**src/color_lut_3d_diagonal_interp_core_macros.svh**
```systemverilog
// assertion macros for the 3d lut color grading core
`ifndef COLOR_LUT_3D_DIAGONAL_INTERP_CORE_MACROS_SVH
`define COLOR_LUT_3D_DIAGONAL_INTERP_CORE_MACROS_SVH
`ifndef SYNTHESIS
// property checked on every rising clk_i edge outside reset
`define CLUT3D_ASSERT(lbl, prop) \
  lbl: assert property (@(posedge clk_i) disable iff (!rst_ni) prop) \
    else $error("clut3d assertion failed");
// condition that must never be seen outside reset
`define CLUT3D_ASSERT_NEVER(lbl, cond) \
  lbl: assert property (@(posedge clk_i) disable iff (!rst_ni) !(cond)) \
    else $error("clut3d forbidden condition seen");
`else
`define CLUT3D_ASSERT(lbl, prop)
`define CLUT3D_ASSERT_NEVER(lbl, cond)
`endif
`endif

```
**src/clut3d_pkg.sv**
```systemverilog
// shared constants, types and helper functions of the 3d lut color grading core
package clut3d_pkg;

  localparam int GRID_SIZE           = 32;
  localparam int ENTRY_FRACTION_BITS = 12;

  localparam int PIX_W       = 8;
  localparam int ENTRY_W     = 13;
  localparam int INDEX_W     = 15;
  localparam int CELL_SHIFT  = 3;
  localparam int CELL_W      = $clog2(GRID_SIZE);
  localparam int TABLE_DEPTH = GRID_SIZE * GRID_SIZE * GRID_SIZE;
  localparam int ADDR_W      = $clog2(TABLE_DEPTH);
  localparam int WEIGHT_W    = CELL_SHIFT + 1;
  localparam int NUM_W       = ENTRY_W + CELL_SHIFT;
  localparam int SCALE_W     = NUM_W + 8;
  localparam int DIV_SHIFT   = CELL_SHIFT + ENTRY_FRACTION_BITS;
  localparam int TRIPLE_W    = 3 * ENTRY_W;
  localparam int S_DATA_W    = 80;
  localparam int M_DATA_W    = 3 * PIX_W;

  // tdata field offsets on the slave side
  localparam int IDX_LSB   = 0;
  localparam int ENT_LSB   = IDX_LSB + INDEX_W;
  localparam int PIX_LSB   = ENT_LSB + TRIPLE_W;

  typedef enum logic {
    REQ_WRITE = 1'b0,
    REQ_PIXEL = 1'b1
  } req_type_e;

  typedef logic [2:0][PIX_W-1:0]   rgb_t;
  typedef logic [2:0][ENTRY_W-1:0] entry_t;

  typedef struct packed {
    logic              is_pix;
    logic              wr_ok;
    logic              set_loaded;
    logic [ADDR_W-1:0] addr_a;
    logic [ADDR_W-1:0] addr_b;
    entry_t            wdata;
    rgb_t              pixel;
  } front_t;

  typedef struct packed {
    logic   loaded;
    rgb_t   pixel;
    entry_t ent_a;
    entry_t ent_b;
  } mid_t;

  function automatic logic [CELL_W-1:0] cell_of(logic [PIX_W-1:0] v);
    logic [PIX_W-CELL_SHIFT-1:0] raw;
    raw = v[PIX_W-1:CELL_SHIFT];
    // top cell folds onto the last full cell
    if (int'(raw) > GRID_SIZE - 2) begin
      return CELL_W'(GRID_SIZE - 2);
    end
    return CELL_W'(raw);
  endfunction

  function automatic logic [ADDR_W-1:0] addr_of(logic [ADDR_W-1:0] r,
                                                logic [ADDR_W-1:0] g,
                                                logic [ADDR_W-1:0] b);
    return r + ADDR_W'(GRID_SIZE) * (g + ADDR_W'(GRID_SIZE) * b);
  endfunction

endpackage

```
**src/clut3d_blend.sv**
```systemverilog
// blend: weighted sum of both entries, x255, saturate; pixel if not loaded
module clut3d_blend (
  input  logic              clk_i,
  input  logic              rst_ni,
  input  logic              up_valid_i,
  output logic              up_ready_o,
  input  clut3d_pkg::mid_t  up_data_i,
  output logic              dn_valid_o,
  input  logic              dn_ready_i,
  output clut3d_pkg::rgb_t  dn_rgb_o
);
  import clut3d_pkg::*;

  logic                         v2_q;
  logic                         v3_q;
  logic                         adv2;
  logic                         adv3;
  logic                         loaded2_q;
  rgb_t                         pix2_q;
  logic [2:0][NUM_W-1:0]        num2_q;
  logic [2:0][NUM_W-1:0]        num2_d;
  rgb_t                         rgb3_q;
  rgb_t                         rgb3_d;
  logic [2:0][SCALE_W-1:0]      scaled;
  logic [2:0][SCALE_W-1:0]      quot;

  assign adv3       = !v3_q || dn_ready_i;
  assign adv2       = !v2_q || adv3;
  assign up_ready_o = adv2;

  always_comb begin
    for (int k = 0; k < 3; k++) begin
      num2_d[k] = NUM_W'(WEIGHT_W'(1 << CELL_SHIFT)
                         - WEIGHT_W'(up_data_i.pixel[k][CELL_SHIFT-1:0]))
                  * NUM_W'(up_data_i.ent_a[k])
                + NUM_W'(up_data_i.pixel[k][CELL_SHIFT-1:0]) * NUM_W'(up_data_i.ent_b[k]);
    end
  end

  always_comb begin
    for (int k = 0; k < 3; k++) begin
      // times 255 as shift and subtract
      scaled[k] = (SCALE_W'(num2_q[k]) << 8) - SCALE_W'(num2_q[k]);
      quot[k]   = scaled[k] >> DIV_SHIFT;
      if (!loaded2_q) begin
        rgb3_d[k] = pix2_q[k];
      end else if (quot[k] > SCALE_W'(255)) begin
        rgb3_d[k] = '1;
      end else begin
        rgb3_d[k] = quot[k][PIX_W-1:0];
      end
    end
  end

  always_ff @(posedge clk_i or negedge rst_ni) begin
    if (!rst_ni) begin
      v2_q <= 1'b0;
      v3_q <= 1'b0;
    end else begin
      if (adv2) begin
        v2_q <= up_valid_i;
      end
      if (adv3) begin
        v3_q <= v2_q;
      end
    end
  end

  always_ff @(posedge clk_i) begin
    if (adv2 && up_valid_i) begin
      num2_q    <= num2_d;
      loaded2_q <= up_data_i.loaded;
      pix2_q    <= up_data_i.pixel;
    end
    if (adv3 && v2_q) begin
      rgb3_q <= rgb3_d;
    end
  end

  assign dn_valid_o = v3_q;
  assign dn_rgb_o   = rgb3_q;

endmodule

```
**config.mk**
```make
export PLATFORM = sky130hd
export DESIGN_NAME = clut3d_blend
export DESIGN_NICKNAME = d
export VERILOG_FILES = /design/src/color_lut_3d_diagonal_interp_core_macros.svh /design/src/clut3d_pkg.sv /design/src/clut3d_blend.sv
export SDC_FILE = /design/constraint.sdc
export NUM_CORES = 1
export LEC_CHECK = 0
export BUFFER_PORTS_ARGS = -buffer_cell sky130_fd_sc_hd__buf_2
export CAP_MARGIN = 20
export CORE_ASPECT_RATIO = 1.2
export CORE_MARGIN = 2
export CORE_UTILIZATION = 38
export DETAILED_ROUTE_END_ITERATION = 12
export SLEW_MARGIN = 25
export SYNTH_ARGS = -nofsm -noshare
export SYNTH_HDL_FRONTEND = slang
export SYNTH_SLANG_ARGS = --single-unit
```
**constraint.sdc**
```tcl
create_clock -name clk_i -period 5.55 [get_ports clk_i]
set_clock_uncertainty 0.15 [all_clocks]
set_input_delay 0 -clock clk_i [delete_from_list [all_inputs] [get_ports clk_i]]
set_output_delay 0 -clock clk_i [all_outputs]
set_load 0.03 [all_outputs]
```
==> metrics.txt <==
top cells by area in the synthesized netlist sky130_fd_sc_hd__fa_1, sky130_fd_sc_hd__edfxtp_1, sky130_fd_sc_hd__ha_1; largest buffer count on any clock path 2; insertion delay to the later sink of the worst-skew pair between 0.3 and 0.4 ns; share of power burned in combinational logic 0.649; top-count cell post-synth sky130_fd_sc_hd__inv_1; relative area change from synthesis to final layout 14.1%; final number of max-transition violations 0; peak fanout along the critical path 9; fraction of final layout cells with drive strength greater than 1 0.126; category of the worst setup path capture point flop; GRT Resource Usage Total 0.151; Final Core Density 0.440; clock root buffer master sky130_fd_sc_hd__clkbuf_16; setup_tns 0 ns; Post-layout nets about 1900; Final Cell Area between 0.01 and 0.015 mm2; number of standard cells after synthesis around 1300; Pleak 7.01 nW; endpoints failing hold 0; number of antenna violations at the first check in global routing 3; sum of internal, switching and leakage power around 0.0057 W; Final period util 0.918; cell type with the highest aggregate area in the netlist sky130_fd_sc_hd__fa_1; chip height about 210 um; Data arrival, critical path approximately 5 ns; number of rows in the core area 74; sequential power share 0.240; internal portion of total power roughly 0.0032 W; number of global-route vias before repair around 9700; Critical Path, Cell by Cell dlygate4sd3_1 > buf_2 > inv_1 > ha_1 > xnor2_1 > buf_4 > and2_1 > ha_1 > fa_1 > inv_1 > fa_1 > fa_1 > inv_1 > ha_1 > a211oi_1 > o21ai_1 > nand4_1 > a31oi_1 > a21o_1 > a21oi_1 > xnor2_1; drt first pass iters 4; class of the most critical setup path in -> reg; fraction of power consumed by the clock network 0.111; CTS buffer count 9; fraction of synthesis flops using an asynchronous set or reset pin 0.0202; Sw Share 0.436; Initial DRC Count 370; final setup violation count 0; unrepaired setup endpoints after global routing no; die width between 150 and 200 um; Final min period between 5 and 6 ns; area of the die 0.0361 mm2; Synth Cell Area ~0.013 mm2; antenna viol nets, final 0; Avg Inst Size Synth approximately 10 um2; number of nets produced by synthesis around 1700; Achievable Freq between 0.15 and 0.2 GHz; worst hold path class in -> reg; data required time at the worst endpoint between 5 and 6 ns; overall via count from detail_route 9164; most frequent cells after synthesis sky130_fd_sc_hd__inv_1, sky130_fd_sc_hd__and2_1, sky130_fd_sc_hd__fa_1; Pwr Density 383 mW/mm2; Netlist cell types 66; H-tree level count 3; routability congestion estimate from global placement ~0.84; prevailing post-synth register cell sky130_fd_sc_hd__edfxtp_1; initial core utilization 0.385; number of max-capacitance violations reported 0; slowest stage cell, crit path sky130_fd_sc_hd__fa_1; # resized after CTS 0; maximum cell stage delay along the critical path between 0.5 and 0.6 ns; worst-case headroom to the max-slew limit 0.336; warnings from Yosys 0; average routed wire per standard cell about 14 um; startpoint types input port; global-route wire length before repair ~45000 um; Overflow after GRT 0; Post-synth EDFFs 97; Core Footprint between 0.03 and 0.04 mm2; DP Wirelength ~22000 um; Yosys top cell area share 0.270; Worst IR Drop VDD approximately 170 uV; run status completed; measured slew at the worst slew-check pin 0.996 ns; clock-pin transition on the worst setup and hold timing paths ~0.08 ns; sequential-to-total area share from yosys stat 0.226; sinks on the clock net roughly 100; drt drc 0; routed wire length ~26000 um; largest net degree at the start of global routing 74; CTS tree built; standard cell area after detailed placement between 0.01 and 0.015 mm2; power dissipated by switching net loads ~0.0025 W; total I/O pin count between 100 and 150; per-cell via count in the routed design ~4.7; Buffers on Ports about 130; number of synthesized register bits 99
## final timing paths
path,startpoint,endpoint,slack [ns],depth (start not counted)
worst max-delay path,up_data_i[79],num2_q[15],0.46,21
worst min-delay path,up_data_i[78],pix2_q[0],0.03,2
worst max register to register,num2_q[20],dn_rgb_o[10],2.77,8
worst min register to register,v2_q,dn_valid_o,0.35,1
max in group asynchronous,rst_ni,dn_valid_o,4.76,3
min in group asynchronous,rst_ni,v2_q,0.37,3
## what timing repair did
item | in CTS | in global routing
buffers inserted | 0 | 0
hold buffers | 33 | 0
hold endpoints to repair | 29 | 0
## power groups by stage
stage	Combinational (W)	Sequential, W	Clock [W]
2_1_floorplan	0.00292	0.00141	0
3_3_place_gp	0.00367	0.00140	0
3_5_place_dp	0.00373	0.00140	0
4_1_cts	0.00377	0.00138	0.000667
5_1_grt	0.00430	0.00140	0.000692
6_report	0.00373	0.00138	0.000639
## cells by family after synthesis
logic type                 after synthesis  synth area share
AOI/OAI and AO/OA                      157            0.0803
muxes                                    1          0.000857
and+or+nand+nor                        417             0.178
adders and majority gates              309             0.396
DFF                                     99             0.226
xor gates and xnor gates                61            0.0412
buffers and inverters                  273            0.0781
## area by class of cell
type                    instances  area [um2]
fillers                      3386       19100
multi-input cells             945        9150
flip-flops and latches         99        2960
repair buffers                177        1080
inverters                     243         912
well taps                     456         571
clock buffers                   9         225
clock inverters                 7        75.1
diodes                          2        5.00
## worst max-delay path, delay by kind of cell
kind,cells,cell delay (ns)
adders and majority gates,6,2.25
AOI/OAI and AO/OA,5,1.06
buffers and inverters,6,1.00
xor gates and xnor gates,2,0.44
and+or+nand+nor,2,0.29
## layout by cell type, fill, tap and decap left out, types with 33 or more instances in the layout
cell type	count
sky130_fd_sc_hd__nor2_1	46
sky130_fd_sc_hd__xnor2_1	47
sky130_fd_sc_hd__inv_1	243
sky130_fd_sc_hd__buf_2	132
sky130_fd_sc_hd__a21oi_1	53
sky130_fd_sc_hd__nand2_1	89
sky130_fd_sc_hd__and2_1	209
sky130_fd_sc_hd__ha_1	132
sky130_fd_sc_hd__edfxtp_1	97
sky130_fd_sc_hd__fa_1	177
sky130_fd_sc_hd__dlygate4sd3_1	33
## layer usage
layer | routed length, um | vias to the layer above | track usage
met2 | 13800 | 135 | 0.287
met3 | 683 | 29 | 0.0198
met1 | 11300 | 4456 | 0.183
met4 | 379 | 2 | 0.0293
li1 | - | 4542 | -
met5 | 11 | - | 0
## flip-flops by register name, indices dropped and copies added (netlist names)
name	cells
dn_rgb_o	24
dn_valid_o	1
loaded2_q	1
num2_q	48
pix2_q	24
v2_q	1
## per-stage QoR
stage	setup WS, ns	hold WS (ns)	std cells
after floorplan	0.610	-0.446	1317
after global placement	0.736	-0.364	1887
after detailed placement	0.667	-0.361	1887
after CTS	0.501	0.0106	1936
after global routing	0.124	0.0224	1937
final	0.456	0.0257	1938
No activity file was read; power rests on OpenSTA's default activity.
