File: config.mk
export PLATFORM = sky130hd
export DESIGN_NAME = clut3d_ram
export DESIGN_NICKNAME = d
export VERILOG_FILES = /design/src/color_lut_3d_diagonal_interp_core_macros.svh /design/src/clut3d_ram.sv
export SDC_FILE = /design/constraint.sdc
export NUM_CORES = 1
export LEC_CHECK = 0
export BUFFER_PORTS_ARGS = -buffer_cell sky130_fd_sc_hd__buf_2
export CAP_MARGIN = 25
export CORE_MARGIN = 3
export CORE_UTILIZATION = 55
export DETAILED_ROUTE_END_ITERATION = 6
export PLACE_DENSITY = 0.76
export SLEW_MARGIN = 20
export SYNTH_ARGS = -nofsm -noshare
export SYNTH_HDL_FRONTEND = slang
export SYNTH_SLANG_ARGS = --single-unit
File: constraint.sdc
create_clock -name clk_i -period 1.8 [get_ports clk_i]
set_input_delay 0.36 -clock clk_i [delete_from_list [all_inputs] [get_ports clk_i]]
set_output_delay 0.36 -clock clk_i [all_outputs]
set_load 0.05 [all_outputs]
File: src/color_lut_3d_diagonal_interp_core_macros.svh
// assertion macros for the 3d lut color grading core
`ifndef COLOR_LUT_3D_DIAGONAL_INTERP_CORE_MACROS_SVH
`define COLOR_LUT_3D_DIAGONAL_INTERP_CORE_MACROS_SVH
`ifndef SYNTHESIS
// property checked on every rising clk_i edge outside reset
`define CLUT3D_ASSERT(lbl, prop) \
  lbl: assert property (@(posedge clk_i) disable iff (!rst_ni) prop) \
    else $error("clut3d assertion failed");
// condition that must never be seen outside reset
`define CLUT3D_ASSERT_NEVER(lbl, cond) \
  lbl: assert property (@(posedge clk_i) disable iff (!rst_ni) !(cond)) \
    else $error("clut3d forbidden condition seen");
`else
`define CLUT3D_ASSERT(lbl, prop)
`define CLUT3D_ASSERT_NEVER(lbl, cond)
`endif
`endif

File: src/clut3d_ram.sv
// generic ram: one write port, two registered read ports
module clut3d_ram #(
  parameter int WIDTH = 8,
  parameter int DEPTH = 16
) (
  input  logic                     clk_i,
  input  logic                     we_i,
  input  logic [$clog2(DEPTH)-1:0] waddr_i,
  input  logic [WIDTH-1:0]         wdata_i,
  input  logic                     re_i,
  input  logic [$clog2(DEPTH)-1:0] raddr_a_i,
  input  logic [$clog2(DEPTH)-1:0] raddr_b_i,
  output logic [WIDTH-1:0]         rdata_a_o,
  output logic [WIDTH-1:0]         rdata_b_o
);

  logic [WIDTH-1:0] mem_q [DEPTH];
  logic [WIDTH-1:0] rdata_a_q;
  logic [WIDTH-1:0] rdata_b_q;

  always_ff @(posedge clk_i) begin
    if (we_i) begin
      mem_q[waddr_i] <= wdata_i;
    end
  end

  always_ff @(posedge clk_i) begin
    if (re_i) begin
      rdata_a_q <= mem_q[raddr_a_i];
      rdata_b_q <= mem_q[raddr_b_i];
    end
  end

  assign rdata_a_o = rdata_a_q;
  assign rdata_b_o = rdata_b_q;

endmodule

==> flow_metrics.env, run 1 <==
export IMPL_p_leak_nw=2.72
export IMPL_root_buffer="clkbuf_16"
export IMPL_min_period_over_period=0.915
export IMPL_die_h_um=115
export IMPL_fmax_mhz=607
export IMPL_fin_ws_ns=0.153
export IMPL_ctsHoldBuffers=0
export IMPL_wl_per_cell_um=28.7
export IMPL_finalSetupViolCount=0
export IMPL_ctsHtreeMaxLevel=4
export IMPL_worstSetupPathType="reg -> reg"
export IMPL_cp_startpoint="mem_q[2][0]"
export IMPL_synth_nets=330
export IMPL_antenna_found_initial=0
export IMPL_hold_viol_final=0
export IMPL_clk_pin_slew_worst_paths_ns=0.06
export IMPL_critPathCaptureType="flop"
export IMPL_r2r_setup_slack_ns=0.15
export IMPL_reg2reg_to="rdata_a_o[0]"
export IMPL_fin_crit_ns=1.65
export IMPL_cpMaxStageDelayCell="mux4_4"
export IMPL_postSynthCellCount=307
export IMPL_die_area_mm2=0.0132
export IMPL_setup_tns_final_ns=0
export IMPL_numPortBuffers=38
export IMPL_row_count=39
export IMPL_antenna_left=0
export IMPL_syn_cell_area_mm2=0.00651
export IMPL_tritoncts="done"
export IMPL_grt_setup_unrepaired="no"
export IMPL_maxSlewViolCount=0
export IMPL_gp_congestion=0.816
export IMPL_max_clock_path_buffers=2
export IMPL_antenna_cells=0
export IMPL_startpoint_type="flop"
export IMPL_switchingPower_mw=1.82
export IMPL_io_pins=39
export IMPL_ys_warn_count=0
export IMPL_numClockSinks=144
export IMPL_grt_pass1_wl_um=23100
export IMPL_detail_route_drc_violations=0
export IMPL_p_seq_frac=0.444
export IMPL_wirelength_um=15400
export IMPL_critPathRequiredTime_ns=1.96
export IMPL_fin_worst_skew_ns=0.00503
export IMPL_cap_violations=0
export IMPL_p_comb_frac=0.080
export IMPL_tightest_slew_ns=0.898
export IMPL_via_per_inst=6.85
export IMPL_synth_cell_types=19
export IMPL_finalPower_mw=8.64
export IMPL_ctsResizeCount=0
export IMPL_core_area_mm2=0.0115
export IMPL_fin_cells=536
export IMPL_vdd_drop_max_mv=0.633
export IMPL_syn2layout_area_growth_pct=19.0
export IMPL_num_nets_final=403
export IMPL_switching_share=0.211
export IMPL_reg2reg_from="mem_q[2][0]"
export IMPL_reg2reg_depth=3
export IMPL_p_int_mw=6.82
export IMPL_drtIter0Drc=375
export IMPL_design_area_mm2=0.00774
export IMPL_final_util=0.675
export IMPL_maxSlewHeadroom=0.400
export IMPL_firstDrtPassIters=5
export IMPL_min_path_cells=1
export IMPL_avgSynthCellArea_um2=21.2
export IMPL_slowest_delay_ns=0.61
export IMPL_ys_seq_area_frac=0.665
export IMPL_holdWs_ns=0.325
export IMPL_status="finished, final reports clean"
export IMPL_vias=3674
export IMPL_hpwlAfterDp_um=9440
export IMPL_critPathMaxFanout=2
export IMPL_grt_overflow_total=0
export IMPL_grt_max_degree=21
export IMPL_critPathArrivalTime_ns=1.81
export IMPL_place_ws_ns=-0.185
export IMPL_cts_setup_buffers=0
export IMPL_cts_made_buffers=17
export IMPL_die_w_um=115
export IMPL_power_density_mw_per_mm2=1120
export IMPL_min_path_type="in -> reg"
export IMPL_cp_endpoint="rdata_a_o[0]"
export IMPL_worstPathCellList="mux4_4, a22oi_1, nand2_1"
export IMPL_dp_cells=504
export IMPL_place_area_mm2=0.00705
export IMPL_p_clk_frac=0.476
export IMPL_drive_above_1_share=0.361
export IMPL_clk_latency_ns=0.42
export IMPL_start_util=0.567
export IMPL_grt_pass1_vias=3889
export IMPL_ys_ff_latch=144
export IMPL_track_usage=0.251
## area by class of cell
type	count	area, um2
Sequential cell	144	4320
Fill cell	703	3720
Multi-Input combinational cell	143	2010
Timing Repair Buffer	74	536
Clock buffer	18	429
Clock inverter	14	260
Tap cell	143	179
## power groups by stage
stage	combinational (mW)	clock (mW)	sequential, mW
floorplan	0.339	0	4.00
global placement	0.674	0	3.90
detailed placement	0.687	0	3.90
CTS	0.697	4.16	3.84
global route	0.731	4.28	3.84
finish	0.694	4.11	3.84
## worst min path at each step
stage / start / to
after floorplan: wdata_i[0] / mem_q[0][0]
after global placement: mem_q[7][3] / rdata_b_o[3]
after detailed placement: mem_q[4][3] / rdata_b_o[3]
after CTS: wdata_i[2] / mem_q[13][2]
after global routing: wdata_i[3] / mem_q[7][3]
final: wdata_i[5] / mem_q[0][5]
## synth_stat cells (all sizes together)
cell / instances / area [um2]
a22oi: 32 / 240
and2: 2 / 12.5
and2b: 2 / 15.0
buf: 14 / 113
clkdlybuf4s25: 6 / 60.1
edfxtp: 144 / 4320
mux4: 64 / 1550
nand2: 17 / 63.8
nand2b: 2 / 12.5
nand3: 1 / 5.00
nand3b: 2 / 15.0
nor2: 14 / 52.6
nor2b: 2 / 12.5
nor3: 4 / 20.0
or3b: 1 / 8.76
## per-layer routing
metal,global-route usage,wire length [um]
met1,0.315,5240
met2,0.418,7970
met3,0.0616,1500
met4,0.116,664
met5,0,0
## placed cells by master (no fill, tap or decap), drive strengths merged, types with 3 or more instances in the layout
master	n
nor3	4
clkbuf	18
mux4	64
a22oi	32
nor2	14
clkinv	3
buf	74
nand2	17
bufinv	7
edfxtp	144
## critical path: cells and delay by family, from the launching register on
kind	cells	cell delay, ns
simple gates	1	0.08
compound gates	1	0.29
flops	1	0.41
mux	1	0.61
## sequential cells by signal, summed over array words and instances, names as in the netlist
signal	cells
mem_q	128
rdata_b_o	8
rdata_a_o	8
## logic make-up after synthesis
kind of cell           Yosys count  synth area share
flip-flops                     144             0.665
multiplexers                    64             0.238
AND/OR/NAND/NOR                 47            0.0335
AO/OA/AOI/OAI                   32            0.0369
buffers and inverters           20            0.0265
(Power assumes the default switching activity.)
==> run 2, diff against run 1 <==
--- a/config.mk
+++ b/config.mk
@@ -8,9 +8,8 @@
 export BUFFER_PORTS_ARGS = -buffer_cell sky130_fd_sc_hd__buf_2
 export CAP_MARGIN = 25
 export CORE_MARGIN = 3
-export CORE_UTILIZATION = 55
+export CORE_UTILIZATION = 40
 export DETAILED_ROUTE_END_ITERATION = 6
-export PLACE_DENSITY = 0.76
 export SLEW_MARGIN = 20
 export SYNTH_ARGS = -nofsm -noshare
 export SYNTH_HDL_FRONTEND = slang
==> run 2 against run 1 <==
Largest power group is now registers. Combinational power hardly changed. Critical path depth stayed put. Count of clock-buffer cells in the layout is 1 higher. Non-clock buffer count is 3 lower. Sequential share of layout area is 0.090 points higher. Clock skew is 0.0032 ns higher. Design area is 0.16% lower. Fmax is 6.3% higher. Critical path type unchanged. Sequential power hardly changed.
==> flow_metrics.env, run 2 (same netlist as run 1, synthesis figures left out) <==
export IMPL_track_usage=0.175
export IMPL_grt_pass1_vias=3616
export IMPL_finalPower_mw=7.95
export IMPL_die_area_mm2=0.0178
export IMPL_fin_crit_ns=1.55
export IMPL_wirelength_um=14600
export IMPL_cp_top_family="multiplexers"
export IMPL_setup_tns_final_ns=0
export IMPL_p_leak_nw=2.67
export IMPL_cts_made_buffers=17
export IMPL_multi_input_area_mm2=0.00201
export IMPL_cpMaxStageDelayCell="mux4_4"
export IMPL_cts_setup_buffers=0
export IMPL_max_clock_path_buffers=2
export IMPL_clk_pin_slew_worst_paths_ns=0.06
export IMPL_cp_endpoint="rdata_a_o[0]"
export IMPL_ctsHtreeMaxLevel=4
export IMPL_antenna_left=0
export IMPL_wl_per_cell_um=24.3
export IMPL_finalSetupViolCount=0
export IMPL_die_h_um=134
export IMPL_ctsResizeCount=0
export IMPL_critPathMaxFanout=2
export IMPL_critPathRequiredTime_ns=1.95
export IMPL_maxSlewViolCount=0
export IMPL_largest_reg_flops=128
export IMPL_cp_startpoint="mem_q[0][0]"
export IMPL_grt_overflow_total=0
export IMPL_worstSetupPathType="reg -> reg"
export IMPL_final_util=0.497
export IMPL_ctsHoldBuffers=0
export IMPL_drive_above_1_share=0.350
export IMPL_grt_max_degree=21
export IMPL_r2r_setup_slack_ns=0.25
export IMPL_cp_depth=3
export IMPL_reg2reg_from="mem_q[0][0]"
export IMPL_hpwlAfterDp_um=9960
export IMPL_min_path_type="in -> reg"
export IMPL_top_register="mem_q"
export IMPL_tightest_slew_ns=0.924
export IMPL_hold_viol_final=0
export IMPL_fin_cells=600
export IMPL_slowest_delay_ns=0.60
export IMPL_core_area_mm2=0.0155
export IMPL_power_density_mw_per_mm2=1030
export IMPL_worstPathCellList="mux4_4, a22oi_1, nand2_1"
export IMPL_reg2reg_to="rdata_a_o[0]"
export IMPL_maxSlewHeadroom=0.382
export IMPL_antenna_cells=0
export IMPL_critPathCaptureType="flop"
export IMPL_firstDrtPassIters=4
export IMPL_min_period_over_period=0.861
export IMPL_path_buf_inv=0
export IMPL_critPathArrivalTime_ns=1.70
export IMPL_mostFrequentLayoutCell="edfxtp_1"
export IMPL_gp_congestion=0.771
export IMPL_num_nets_final=400
export IMPL_start_util=0.419
export IMPL_antenna_found_initial=0
export IMPL_vias=3456
export IMPL_die_w_um=134
export IMPL_syn2layout_area_growth_pct=18.8
export IMPL_numClockSinks=144
export IMPL_root_buffer="clkbuf_16"
export IMPL_layout_common_cells="edfxtp_1 (144), buf_2 (38), mux4_2 (34)"
export IMPL_reg2reg_depth=3
export IMPL_drtIter0Drc=288
export IMPL_cap_violations=0
export IMPL_detail_route_drc_violations=0
export IMPL_fmax_mhz=645
export IMPL_numPortBuffers=38
export IMPL_vdd_drop_max_mv=0.545
export IMPL_via_per_inst=5.76
export IMPL_tritoncts="done"
export IMPL_io_pins=39
export IMPL_grt_pass1_wl_um=22300
export IMPL_clk_latency_ns=0.42
export IMPL_startpoint_type="flop"
export IMPL_final_fill_count=1271
export IMPL_status="finished, final reports clean"
export IMPL_fin_worst_skew_ns=0.00827
export IMPL_dp_cells=569
export IMPL_grt_setup_unrepaired="no"
export IMPL_regArea_mm2=0.00432
export IMPL_row_count=45
[run 2: cell count changes in the layout (fill, tap and decap cells not counted), sizes merged]
cell / before / now
clkinvlp: 2 / 0
inv: 2 / 0
clkinv: 3 / 9
buf: 74 / 71
bufinv: 7 / 3
clkbuf: 18 / 19
[run 2: where the power goes]
part	internal [mW]	leakage, nW	switching, mW
clock	2.15	0.285	1.27
sequential	3.80	1.32	0.0362
combinational	0.287	1.07	0.406
[run 2: routing by layer]
metal  vias to the layer above  share of wire  wire (um)  track usage
met2                       107           0.49       7130        0.275
met3                        19          0.063        921       0.0453
li1                       1498              -          -            -
met4                         0          0.013        197       0.0543
met5                         -              0          0            0
met1                      1832           0.44       6350        0.242
[run 2: how the worst min path moves through the flow]
stage                     slack [ns]  startpoint      endpoint  depth (start not counted)
after floorplan                 0.46  wdata_i[0]   mem_q[0][0]                          0
after global placement          0.74  wdata_i[5]   mem_q[8][5]                          1
after detailed placement        0.75  wdata_i[5]   mem_q[8][5]                          1
after CTS                       0.30  wdata_i[5]   mem_q[8][5]                          1
after global routing            0.32  wdata_i[5]  mem_q[12][5]                          1
final                           0.32  wdata_i[5]   mem_q[8][5]                          1
[run 2: cell type report]
type / instances / area share
Clock inverter: 12 / 0.0186
Timing Repair Buffer: 71 / 0.0712
Tap cell: 211 / 0.0342
Multi-Input combinational cell: 143 / 0.261
Clock buffer: 19 / 0.0560
Sequential cell: 144 / 0.559
[run 2: through the flow]
| stage | setup slack (ns) | instance area, um2 | hold WS (ns) |
|---|---|---|---|
| CTS | 0.242 | 7730 | 0.303 |
| global placement | -0.161 | 7150 | 0.743 |
| detailed placement | -0.175 | 7150 | 0.750 |
| finish | 0.250 | 7730 | 0.318 |
| global route | 0.166 | 7730 | 0.321 |
| floorplan | 0.158 | 6510 | 0.459 |
[run 2: worst register-to-register path, delay by kind of cell, from the launching register on]
| kind | cells | cell delay, ns |
|---|---|---|
| multiplexers | 1 | 0.60 |
| AND/OR/NAND/NOR | 1 | 0.09 |
| flip-flops | 1 | 0.39 |
| AO/OA/AOI/OAI | 1 | 0.20 |
