File: src/color_lut_3d_diagonal_interp_core_macros.svh
// assertion macros for the 3d lut color grading core
`ifndef COLOR_LUT_3D_DIAGONAL_INTERP_CORE_MACROS_SVH
`define COLOR_LUT_3D_DIAGONAL_INTERP_CORE_MACROS_SVH
`ifndef SYNTHESIS
// property checked on every rising clk_i edge outside reset
`define CLUT3D_ASSERT(lbl, prop) \
  lbl: assert property (@(posedge clk_i) disable iff (!rst_ni) prop) \
    else $error("clut3d assertion failed");
// condition that must never be seen outside reset
`define CLUT3D_ASSERT_NEVER(lbl, cond) \
  lbl: assert property (@(posedge clk_i) disable iff (!rst_ni) !(cond)) \
    else $error("clut3d forbidden condition seen");
`else
`define CLUT3D_ASSERT(lbl, prop)
`define CLUT3D_ASSERT_NEVER(lbl, cond)
`endif
`endif

File: src/clut3d_pkg.sv
// shared constants, types and helper functions of the 3d lut color grading core
package clut3d_pkg;

  localparam int GRID_SIZE           = 32;
  localparam int ENTRY_FRACTION_BITS = 12;

  localparam int PIX_W       = 8;
  localparam int ENTRY_W     = 13;
  localparam int INDEX_W     = 15;
  localparam int CELL_SHIFT  = 3;
  localparam int CELL_W      = $clog2(GRID_SIZE);
  localparam int TABLE_DEPTH = GRID_SIZE * GRID_SIZE * GRID_SIZE;
  localparam int ADDR_W      = $clog2(TABLE_DEPTH);
  localparam int WEIGHT_W    = CELL_SHIFT + 1;
  localparam int NUM_W       = ENTRY_W + CELL_SHIFT;
  localparam int SCALE_W     = NUM_W + 8;
  localparam int DIV_SHIFT   = CELL_SHIFT + ENTRY_FRACTION_BITS;
  localparam int TRIPLE_W    = 3 * ENTRY_W;
  localparam int S_DATA_W    = 80;
  localparam int M_DATA_W    = 3 * PIX_W;

  // tdata field offsets on the slave side
  localparam int IDX_LSB   = 0;
  localparam int ENT_LSB   = IDX_LSB + INDEX_W;
  localparam int PIX_LSB   = ENT_LSB + TRIPLE_W;

  typedef enum logic {
    REQ_WRITE = 1'b0,
    REQ_PIXEL = 1'b1
  } req_type_e;

  typedef logic [2:0][PIX_W-1:0]   rgb_t;
  typedef logic [2:0][ENTRY_W-1:0] entry_t;

  typedef struct packed {
    logic              is_pix;
    logic              wr_ok;
    logic              set_loaded;
    logic [ADDR_W-1:0] addr_a;
    logic [ADDR_W-1:0] addr_b;
    entry_t            wdata;
    rgb_t              pixel;
  } front_t;

  typedef struct packed {
    logic   loaded;
    rgb_t   pixel;
    entry_t ent_a;
    entry_t ent_b;
  } mid_t;

  function automatic logic [CELL_W-1:0] cell_of(logic [PIX_W-1:0] v);
    logic [PIX_W-CELL_SHIFT-1:0] raw;
    raw = v[PIX_W-1:CELL_SHIFT];
    // top cell folds onto the last full cell
    if (int'(raw) > GRID_SIZE - 2) begin
      return CELL_W'(GRID_SIZE - 2);
    end
    return CELL_W'(raw);
  endfunction

  function automatic logic [ADDR_W-1:0] addr_of(logic [ADDR_W-1:0] r,
                                                logic [ADDR_W-1:0] g,
                                                logic [ADDR_W-1:0] b);
    return r + ADDR_W'(GRID_SIZE) * (g + ADDR_W'(GRID_SIZE) * b);
  endfunction

endpackage

File: src/clut3d_front.sv
// input stage: unpacks a beat and computes the two table addresses
module clut3d_front (
  input  logic                       clk_i,
  input  logic                       rst_ni,
  input  logic                       up_valid_i,
  output logic                       up_ready_o,
  input  logic                       up_type_i,
  input  logic [clut3d_pkg::S_DATA_W-1:0] up_data_i,
  output logic                       dn_valid_o,
  input  logic                       dn_ready_i,
  output clut3d_pkg::front_t         dn_data_o
);
  import clut3d_pkg::*;

  logic              v0_q;
  front_t            s0_q;
  front_t            s0_d;
  logic              adv0;
  logic [INDEX_W-1:0] idx;
  rgb_t              pix;
  logic [CELL_W-1:0] cr, cg, cb;
  logic              in_range;

  assign adv0       = !v0_q || dn_ready_i;
  assign up_ready_o = adv0;

  always_comb begin
    idx = up_data_i[IDX_LSB +: INDEX_W];
    pix = rgb_t'(up_data_i[PIX_LSB +: M_DATA_W]);
    cr  = cell_of(pix[0]);
    cg  = cell_of(pix[1]);
    cb  = cell_of(pix[2]);
    in_range = 32'(idx) < 32'(TABLE_DEPTH);

    s0_d.is_pix     = (req_type_e'(up_type_i) == REQ_PIXEL);
    s0_d.wr_ok      = !s0_d.is_pix && in_range;
    s0_d.set_loaded = s0_d.wr_ok && (32'(idx) == 32'(TABLE_DEPTH - 1));
    s0_d.addr_a     = s0_d.is_pix ? addr_of(ADDR_W'(cr), ADDR_W'(cg), ADDR_W'(cb))
                                  : ADDR_W'(idx);
    s0_d.addr_b     = addr_of(ADDR_W'(cr) + ADDR_W'(1), ADDR_W'(cg) + ADDR_W'(1),
                              ADDR_W'(cb) + ADDR_W'(1));
    s0_d.wdata      = entry_t'(up_data_i[ENT_LSB +: TRIPLE_W]);
    s0_d.pixel      = pix;
  end

  always_ff @(posedge clk_i or negedge rst_ni) begin
    if (!rst_ni) begin
      v0_q <= 1'b0;
    end else if (adv0) begin
      v0_q <= up_valid_i;
    end
  end

  always_ff @(posedge clk_i) begin
    if (adv0 && up_valid_i) begin
      s0_q <= s0_d;
    end
  end

  assign dn_valid_o = v0_q;
  assign dn_data_o  = s0_q;

endmodule

File: config.mk
export PLATFORM = sky130hd
export DESIGN_NAME = clut3d_front
export DESIGN_NICKNAME = d
export VERILOG_FILES = /design/src/color_lut_3d_diagonal_interp_core_macros.svh /design/src/clut3d_pkg.sv /design/src/clut3d_front.sv
export SDC_FILE = /design/constraint.sdc
export NUM_CORES = 1
export LEC_CHECK = 0
export ABC_AREA = 1
export BUFFER_PORTS_ARGS = -buffer_cell sky130_fd_sc_hd__clkbuf_2
export CAP_MARGIN = 20
export CORE_UTILIZATION = 45
export DETAILED_ROUTE_END_ITERATION = 6
export GPL_ROUTABILITY_DRIVEN = 1
export PLACE_DENSITY_LB_ADDON = 0.08
export RECOVER_POWER = 100
export SETUP_SLACK_MARGIN = 0.2
export SYNTH_ARGS = -nofsm -noshare
export SYNTH_HDL_FRONTEND = slang
export SYNTH_SLANG_ARGS = --single-unit
export TNS_END_PERCENT = 100
File: constraint.sdc
create_clock -name clk_i -period 7.6 [get_ports clk_i]
set_input_delay 1.14 -clock clk_i [delete_from_list [all_inputs] [get_ports clk_i]]
set_output_delay 1.14 -clock clk_i [all_outputs]
set_load 0.05 [all_outputs]
==> flow_summary.ini, run 1 <==
[power]
power_leakage_uw = 0.00182
power.density_nw_per_um2 = 259
power_uw = 1200
ir_drop_mv = 0.0973

[timing]
finalSetupTns_ps = 0
period_needed_ps = 3870
tightest_slew_ps = 1600
whs_ps = 535
skew_ps = 8.34
setup_ws_ps = 3730
drv_slew = 30
setup_violations = 0
hold_viol_final = 0
max-slew-margin-rel_pct = -6.71
rsz0062_at_grt = no
finalCritPeriodShare_pct = 51.0
fmax_mhz = 258

[setup_path]
critPathLaunch = dn_ready_i
arrival_ps = 3850
crit_fanout = 61
max_stage_delay_ps = 1220
critPathSlowestCell = clkbuf_1
critical_path_required_ps = 7580
r2r-start = dn_valid_o
critPathKind = input pin to flop
startpoint_type = input pin
critical_path.endpoint_type = flop
crit_chain = clkbuf_2, inv_1, a21oi_1, clkbuf_1, buf_4

[clocking]
cts-resized-gates = 0
post_cts_buffers = 0
cts-root-buf = clkbuf_8
cts.reportedPaths.clkPinSlew_ps = 100
cts_buffers = 9
cts_tree = built
clock_sinks = 97
cts_buffer_depth = 2
insertion_delay_ps = 350
hold_buffers = 0
htree_levels = 3

[detailed_routing]
wl_per_cell_um = 14.4
drc_errors = 0
ant_nets = 0
finalWirelength_um = 7460
drtIter0Drc = 86
drt-pass1-iter-count = 4
dr_total_vias = 2388
viasPerCell = 4.60

[layout]
area_delta_synth_final_pct = 29.8
n_antenna_cell = 0
fill_cells = 685
layout-drive-gt1-share_pct = 20.6
final_net_count = 501
fin_util_pct = 60.2

[placed_design]
io_buffers = 180
gp_congestion = 0.847
pre_cts_slack_ps = 4210
dp_hpwl_um = 5480

[yosys]
syn-mean-instance-area_um2 = 15.9
synth-compound-area-share_pct = 2.51
ys_types = 21
synth.mux.area_fraction_pct = 0
synth_top_cell_by_area = edfxtp_1
synth-simple-area-share_pct = 10.1
synth_top_area_share_pct = 80.4
synthXorXnorAreaFrac_pct = 2.20
syn_area_um2 = 3580
synth_fp_nets = 314
synth_adder_area_share_pct = 1.40
ys_seq_area_share_pct = 81.1
ys_seq_elements = 97
synthCells = 225
synth-warning-count = 0
synthTopCellsByArea = edfxtp_1 80%, nand2_1 5.0%, inv_1 1.9%, ha_1 1.4%, nand4_1 1.4%
synth_top_family_by_area = simple AND/OR/NAND/NOR gates

[job]
maxCapViolations = 1

[global_route]
grt_pass1_vias = 2221
grt_usage_pct = 17.7
antenna_found_initial = 0
grt_pass1_wl_um = 11000
overflow = 0
grt_max_degree = 62

[die]
num_rows = 32
ios = 183
die_h_um = 91.3
die_w_um = 91.3
die_area_um2 = 8330
core_area_um2 = 7730
initial_utilization_pct = 46.4

[hold_path]
hold_class = input pin to asynchronous set/reset pin

[status]
failed_checks = capacitance limit, slew limit
status = finished with violations
## synth_stat cells
cell / n
nand2_2: 4
nor2_4: 2
o21ai_4: 2
nand3_4: 1
a21oi_1: 2
nor4_1: 1
clkbuf_1: 6
ha_1: 4
inv_1: 18
dfrtp_1: 1
nor2_1: 5
inv_2: 2
xor2_1: 5
a21o_1: 1
edfxtp_1: 96
nand3_1: 6
nand4_1: 8
xnor2_1: 4
nand3_2: 1
o21ai_0: 8
nand2_1: 48
## worst paths after layout
| check | endpoint | slack [ps] | depth (start not counted) |
|---|---|---|---|
| worst max-delay path | dn_data_o[53] | 3730 | 5 |
| worst min-delay path | dn_valid_o | 530 | 1 |
| worst max register to register | dn_data_o[53] | 4190 | 3 |
| worst min register to register | dn_valid_o | 540 | 2 |
| max in group asynchronous | dn_valid_o | 6970 | 1 |
| min in group clk_i | dn_valid_o | 540 | 2 |
## state kept, by name, indices dropped and copies added (netlist names)
name	flops
dn_data_o	96
dn_valid_o	1
## routing by layer
layer / part of all wire (%) / vias up / global-route usage [%]
met5: 0 / - / 0
met4: 0.50 / 0 / 7.14
met3: 8.5 / 2 / 4.94
met2: 48 / 118 / 28.9
met1: 43 / 1095 / 22.3
li1: - / 1173 / -
## cells in the final DEF, fill, tap and decap left out, types with 2 or more instances in the layout
| cell type | Yosys | final |
|---|---|---|
| inv_1 | 18 | 19 |
| a21oi_1 | 2 | 2 |
| nand3_1 | 6 | 7 |
| clkbuf_2 | 0 | 63 |
| inv_8 | 0 | 2 |
| o21ai_0 | 8 | 9 |
| nor2_1 | 5 | 7 |
| nand2_1 | 48 | 49 |
| clkbuf_1 | 6 | 118 |
| nand4_1 | 8 | 8 |
| clkbuf_8 | 0 | 9 |
| bufinv_16 | 0 | 2 |
| inv_6 | 0 | 2 |
| nand2_2 | 4 | 3 |
| xnor2_1 | 4 | 4 |
| edfxtp_1 | 96 | 96 |
| ha_1 | 4 | 4 |
| xor2_1 | 5 | 5 |
## layout make-up
cell class	instances	area (um^2)	area share, %
inverters	20	75.1	1.61
flip-flops and latches	97	2910	62.5
clock buffers	9	124	2.66
repair buffers	182	766	16.5
multi-input cells	102	546	11.7
clock inverters	7	109	2.34
well taps	102	128	2.74
## stage by stage
step / instances / instance area [um^2]
finish: 519 / 4650
global route: 519 / 4650
CTS: 518 / 4840
detailed placement: 502 / 4610
global placement: 502 / 4610
floorplan: 225 / 3580
## power breakdown
group / leakage (uW) / switching [uW] / total, uW / internal (uW)
Clock: 0.000118 / 186 / 379 / 193
Sequential: 0.000927 / 7.39 / 634 / 627
Combinational: 0.000777 / 158 / 192 / 34.6
## worst max-delay path, delay by kind of cell
kind / cells / cell delay, ps
buffers and inverters: 4 / 2130
AOI/OAI and AO/OA: 1 / 540
## cell families (layout without fill, tap and decap cells)
family	count (synthesis)	count (layout)
compound gates	13	13
simple gates	76	76
xor+xnor	9	9
fa+ha+maj	4	4
flops	97	97
buf+inv	26	218
Power figures use the tool's default switching activity.
==> inputs of run 2 (changes only) <==
--- a/config.mk
+++ b/config.mk
@@ -5,10 +5,10 @@
 export SDC_FILE = /design/constraint.sdc
 export NUM_CORES = 1
 export LEC_CHECK = 0
-export ABC_AREA = 1
+export ABC_AREA = 0
 export BUFFER_PORTS_ARGS = -buffer_cell sky130_fd_sc_hd__clkbuf_2
 export CAP_MARGIN = 20
-export CORE_UTILIZATION = 45
+export CORE_UTILIZATION = 41
 export DETAILED_ROUTE_END_ITERATION = 6
 export GPL_ROUTABILITY_DRIVEN = 1
 export PLACE_DENSITY_LB_ADDON = 0.08
==> constraint.sdc (replaced) <==
create_clock -name clk_i -period 3.37 [get_ports clk_i]
set_input_delay 0.5055 -clock clk_i [delete_from_list [all_inputs] [get_ports clk_i]]
set_output_delay 0.5055 -clock clk_i [all_outputs]
set_load 0.05 [all_outputs]
==> run 2 against run 1 <==
Net effect: largest cell class unchanged; core utilization fell by 6.1 points; critical path type is now flop to flop; power grew 110%; area after synthesis is 1.6% higher; largest power group unchanged; flip-flop and latch count unchanged; via count decreased by 2.2%; synthesized cell count down 16%; the run now ends clean.
==> flow_summary.ini, run 2 <==
[timing]
max-slew-margin-rel_pct = 20.7
setup_violations = 0
period_needed_ps = 2590
rsz0062_at_grt = no
tightest_slew_ps = 1190
fmax_mhz = 385
finalCritPeriodShare_pct = 77.0
hold_viol_final = 0
drv_slew = 0
finalSetupTns_ps = 0
skew_ps = 11.1

[die]
num_rows = 34
die_w_um = 96.3
die_h_um = 96.3
ios = 183
die_area_um2 = 9260
initial_utilization_pct = 42.0
core_area_um2 = 8680

[layout]
mostFrequentLayoutCells = 115 x clkbuf_1, 96 x edfxtp_1, 68 x clkbuf_2, 15 x mux2_2, 9 x clkbuf_8
n_antenna_cell = 0
layout-drive-gt1-share_pct = 27.7
final_net_count = 467
fill_cells = 812
multi_input_area_um2 = 669
largest_register_ffs = 96
area_delta_synth_final_pct = 29.0
final_common_cell = clkbuf_1
regArea_um2 = 2910

[yosys]
synthTopCellsByArea = edfxtp_1 79%, mux2_2 4.6%, xnor2_1 1.7%, ha_1 1.4%, nand4_1 1.0%
synth_top_area_share_pct = 79.1
synth_adder_area_share_pct = 1.37
synth-simple-area-share_pct = 5.02
synthTopCellsByCount = 96 x edfxtp_1, 15 x mux2_2, 8 x inv_1, 7 x nand2_1, 7 x xnor2_1
synthCells = 190
ys.flop_type = edfxtp_1
ys_seq_elements = 97
ys_types = 35
synth.mux.area_fraction_pct = 4.64
synth-warning-count = 0
synth_top_cell_by_area = edfxtp_1
yosysMostFrequentCell = edfxtp_1
synth-edff-count = 96
ys_seq_area_share_pct = 79.8
synthXorXnorAreaFrac_pct = 2.65
synth-compound-area-share_pct = 5.02
syn-mean-instance-area_um2 = 19.2
async_flop_share_pct = 1.03
syn_area_um2 = 3640
synth_top_family_by_area = simple AND/OR/NAND/NOR gates
synth_fp_nets = 279

[power]
seqPwrFrac_pct = 55.5
power_uw = 2580
p_switching_uw = 792
ir_drop_mv = 0.193
swShare_pct = 30.8
power_leakage_uw = 0.00170
intPower_uw = 1780
power_frac_comb_pct = 17.4
power.density_nw_per_um2 = 548
clock_power_share_pct = 27.1

[setup_path]
arrival_ps = 2580
r2r_end = dn_data_o[88]
critPathKind = flop to flop
crit_fanout = 52
startpoint_type = flop
rrSetupSlack_ps = 780
r2r-start = dn_valid_o
critical_path.endpoint_type = flop
reg2reg_depth = 3
critical_path_required_ps = 3360

[clocking]
cts_buffer_depth = 2
cts_tree = built
cts_buffers = 9
cts-root-buf = clkbuf_8
cts.reportedPaths.clkPinSlew_ps = 110
post_cts_buffers = 0
htree_levels = 3
clock_sinks = 97
insertion_delay_ps = 370

[job]
maxCapViolations = 0

[detailed_routing]
ant_nets = 0
finalWirelength_um = 7620
drtIter0Drc = 73
drt-pass1-iter-count = 4
dr_total_vias = 2336
drc_errors = 0
wl_per_cell_um = 15.5
viasPerCell = 4.76

[global_route]
antenna_found_initial = 0
overflow = 0
grt_pass1_vias = 2099
grt_max_degree = 53
grt_pass1_wl_um = 10600
grt_usage_pct = 16.0

[placed_design]
dp_hpwl_um = 5420
io_buffers = 180
gp_congestion = 0.718

[hold_path]
min_from = up_data_i[18]
whs_path_depth = 1
hold_class = input pin to flop
worst_hold_path.endpoint = dn_data_o[27]

[status]
status = completed
## run 2: through the flow
stage                     area, um^2  setup WS, ps  util [%]  hold slack (ps)  cells
after floorplan                 3640           572         -              210    190
after global placement          4680           603      54.0              281    474
after detailed placement        4680           590      54.0              284    474
after CTS                       4870           971      56.1              293    491
after global routing            4700           494      54.1              275    491
final                           4700           776      54.1              306    491
## run 2: worst max-delay path by stage
stage	start	end	slack [ps]	cells after the start
floorplan	dn_valid_o	dn_data_o[0]	570	2
global placement	up_data_i[67]	dn_data_o[77]	600	10
detailed placement	up_data_i[67]	dn_data_o[77]	590	10
CTS	up_data_i[67]	dn_data_o[77]	970	10
global route	up_data_i[67]	dn_data_o[77]	490	10
finish	dn_valid_o	dn_data_o[88]	780	3
## run 2: logic make-up (layout without fill, tap and decap cells)
family / Yosys count / in the layout
buffers and inverters: 14 / 207
adder cells (fa/ha/maj): 4 / 4
flip-flops: 97 / 97
AO/OA/AOI/OAI: 18 / 18
AND/OR/NAND/NOR: 31 / 31
multiplexers: 15 / 15
XOR/XNOR: 11 / 11
## run 2: worst max-delay path, cell delays in order, from the launching register on
cell and delay, ps:
dfrtp_1 390, nand2b_1 110, and2_2 940, clkbuf_2 740
## run 2: final cells by class
class                      count  area share [%]
clock inverter                 6            1.04
inverter                       8           0.639
sequential                    97            61.9
tap                          108            2.88
multi-input combinational     79            14.3
timing repair buffer         183            16.6
clock buffer                  10            2.72
## run 2: power by group through the flow
stage / Clock [uW] / Combinational (uW) / Sequential [uW]
2_1_floorplan: 0 / 86.6 / 1700
3_3_place_gp: 0 / 471 / 1460
3_5_place_dp: 0 / 475 / 1460
4_1_cts: 714 / 476 / 1430
5_1_grt: 771 / 476 / 1440
6_report: 699 / 447 / 1430
## run 2: timing repair
action,in CTS,in global routing
resized for setup,0,0
hold buffers,1,0
hold endpoints to repair,1,0
## run 2: per-layer routing
layer / GRT usage, % / share of wire (%) / vias up / routed length, um
met5: 0 / 0 / - / 0
met4: 7.84 / 1.6 / 0 / 121
met3: 6.00 / 9.6 / 10 / 729
met2: 23.8 / 45 / 114 / 3460
met1: 20.5 / 43 / 1097 / 3310
li1: - / - / 1115 / -
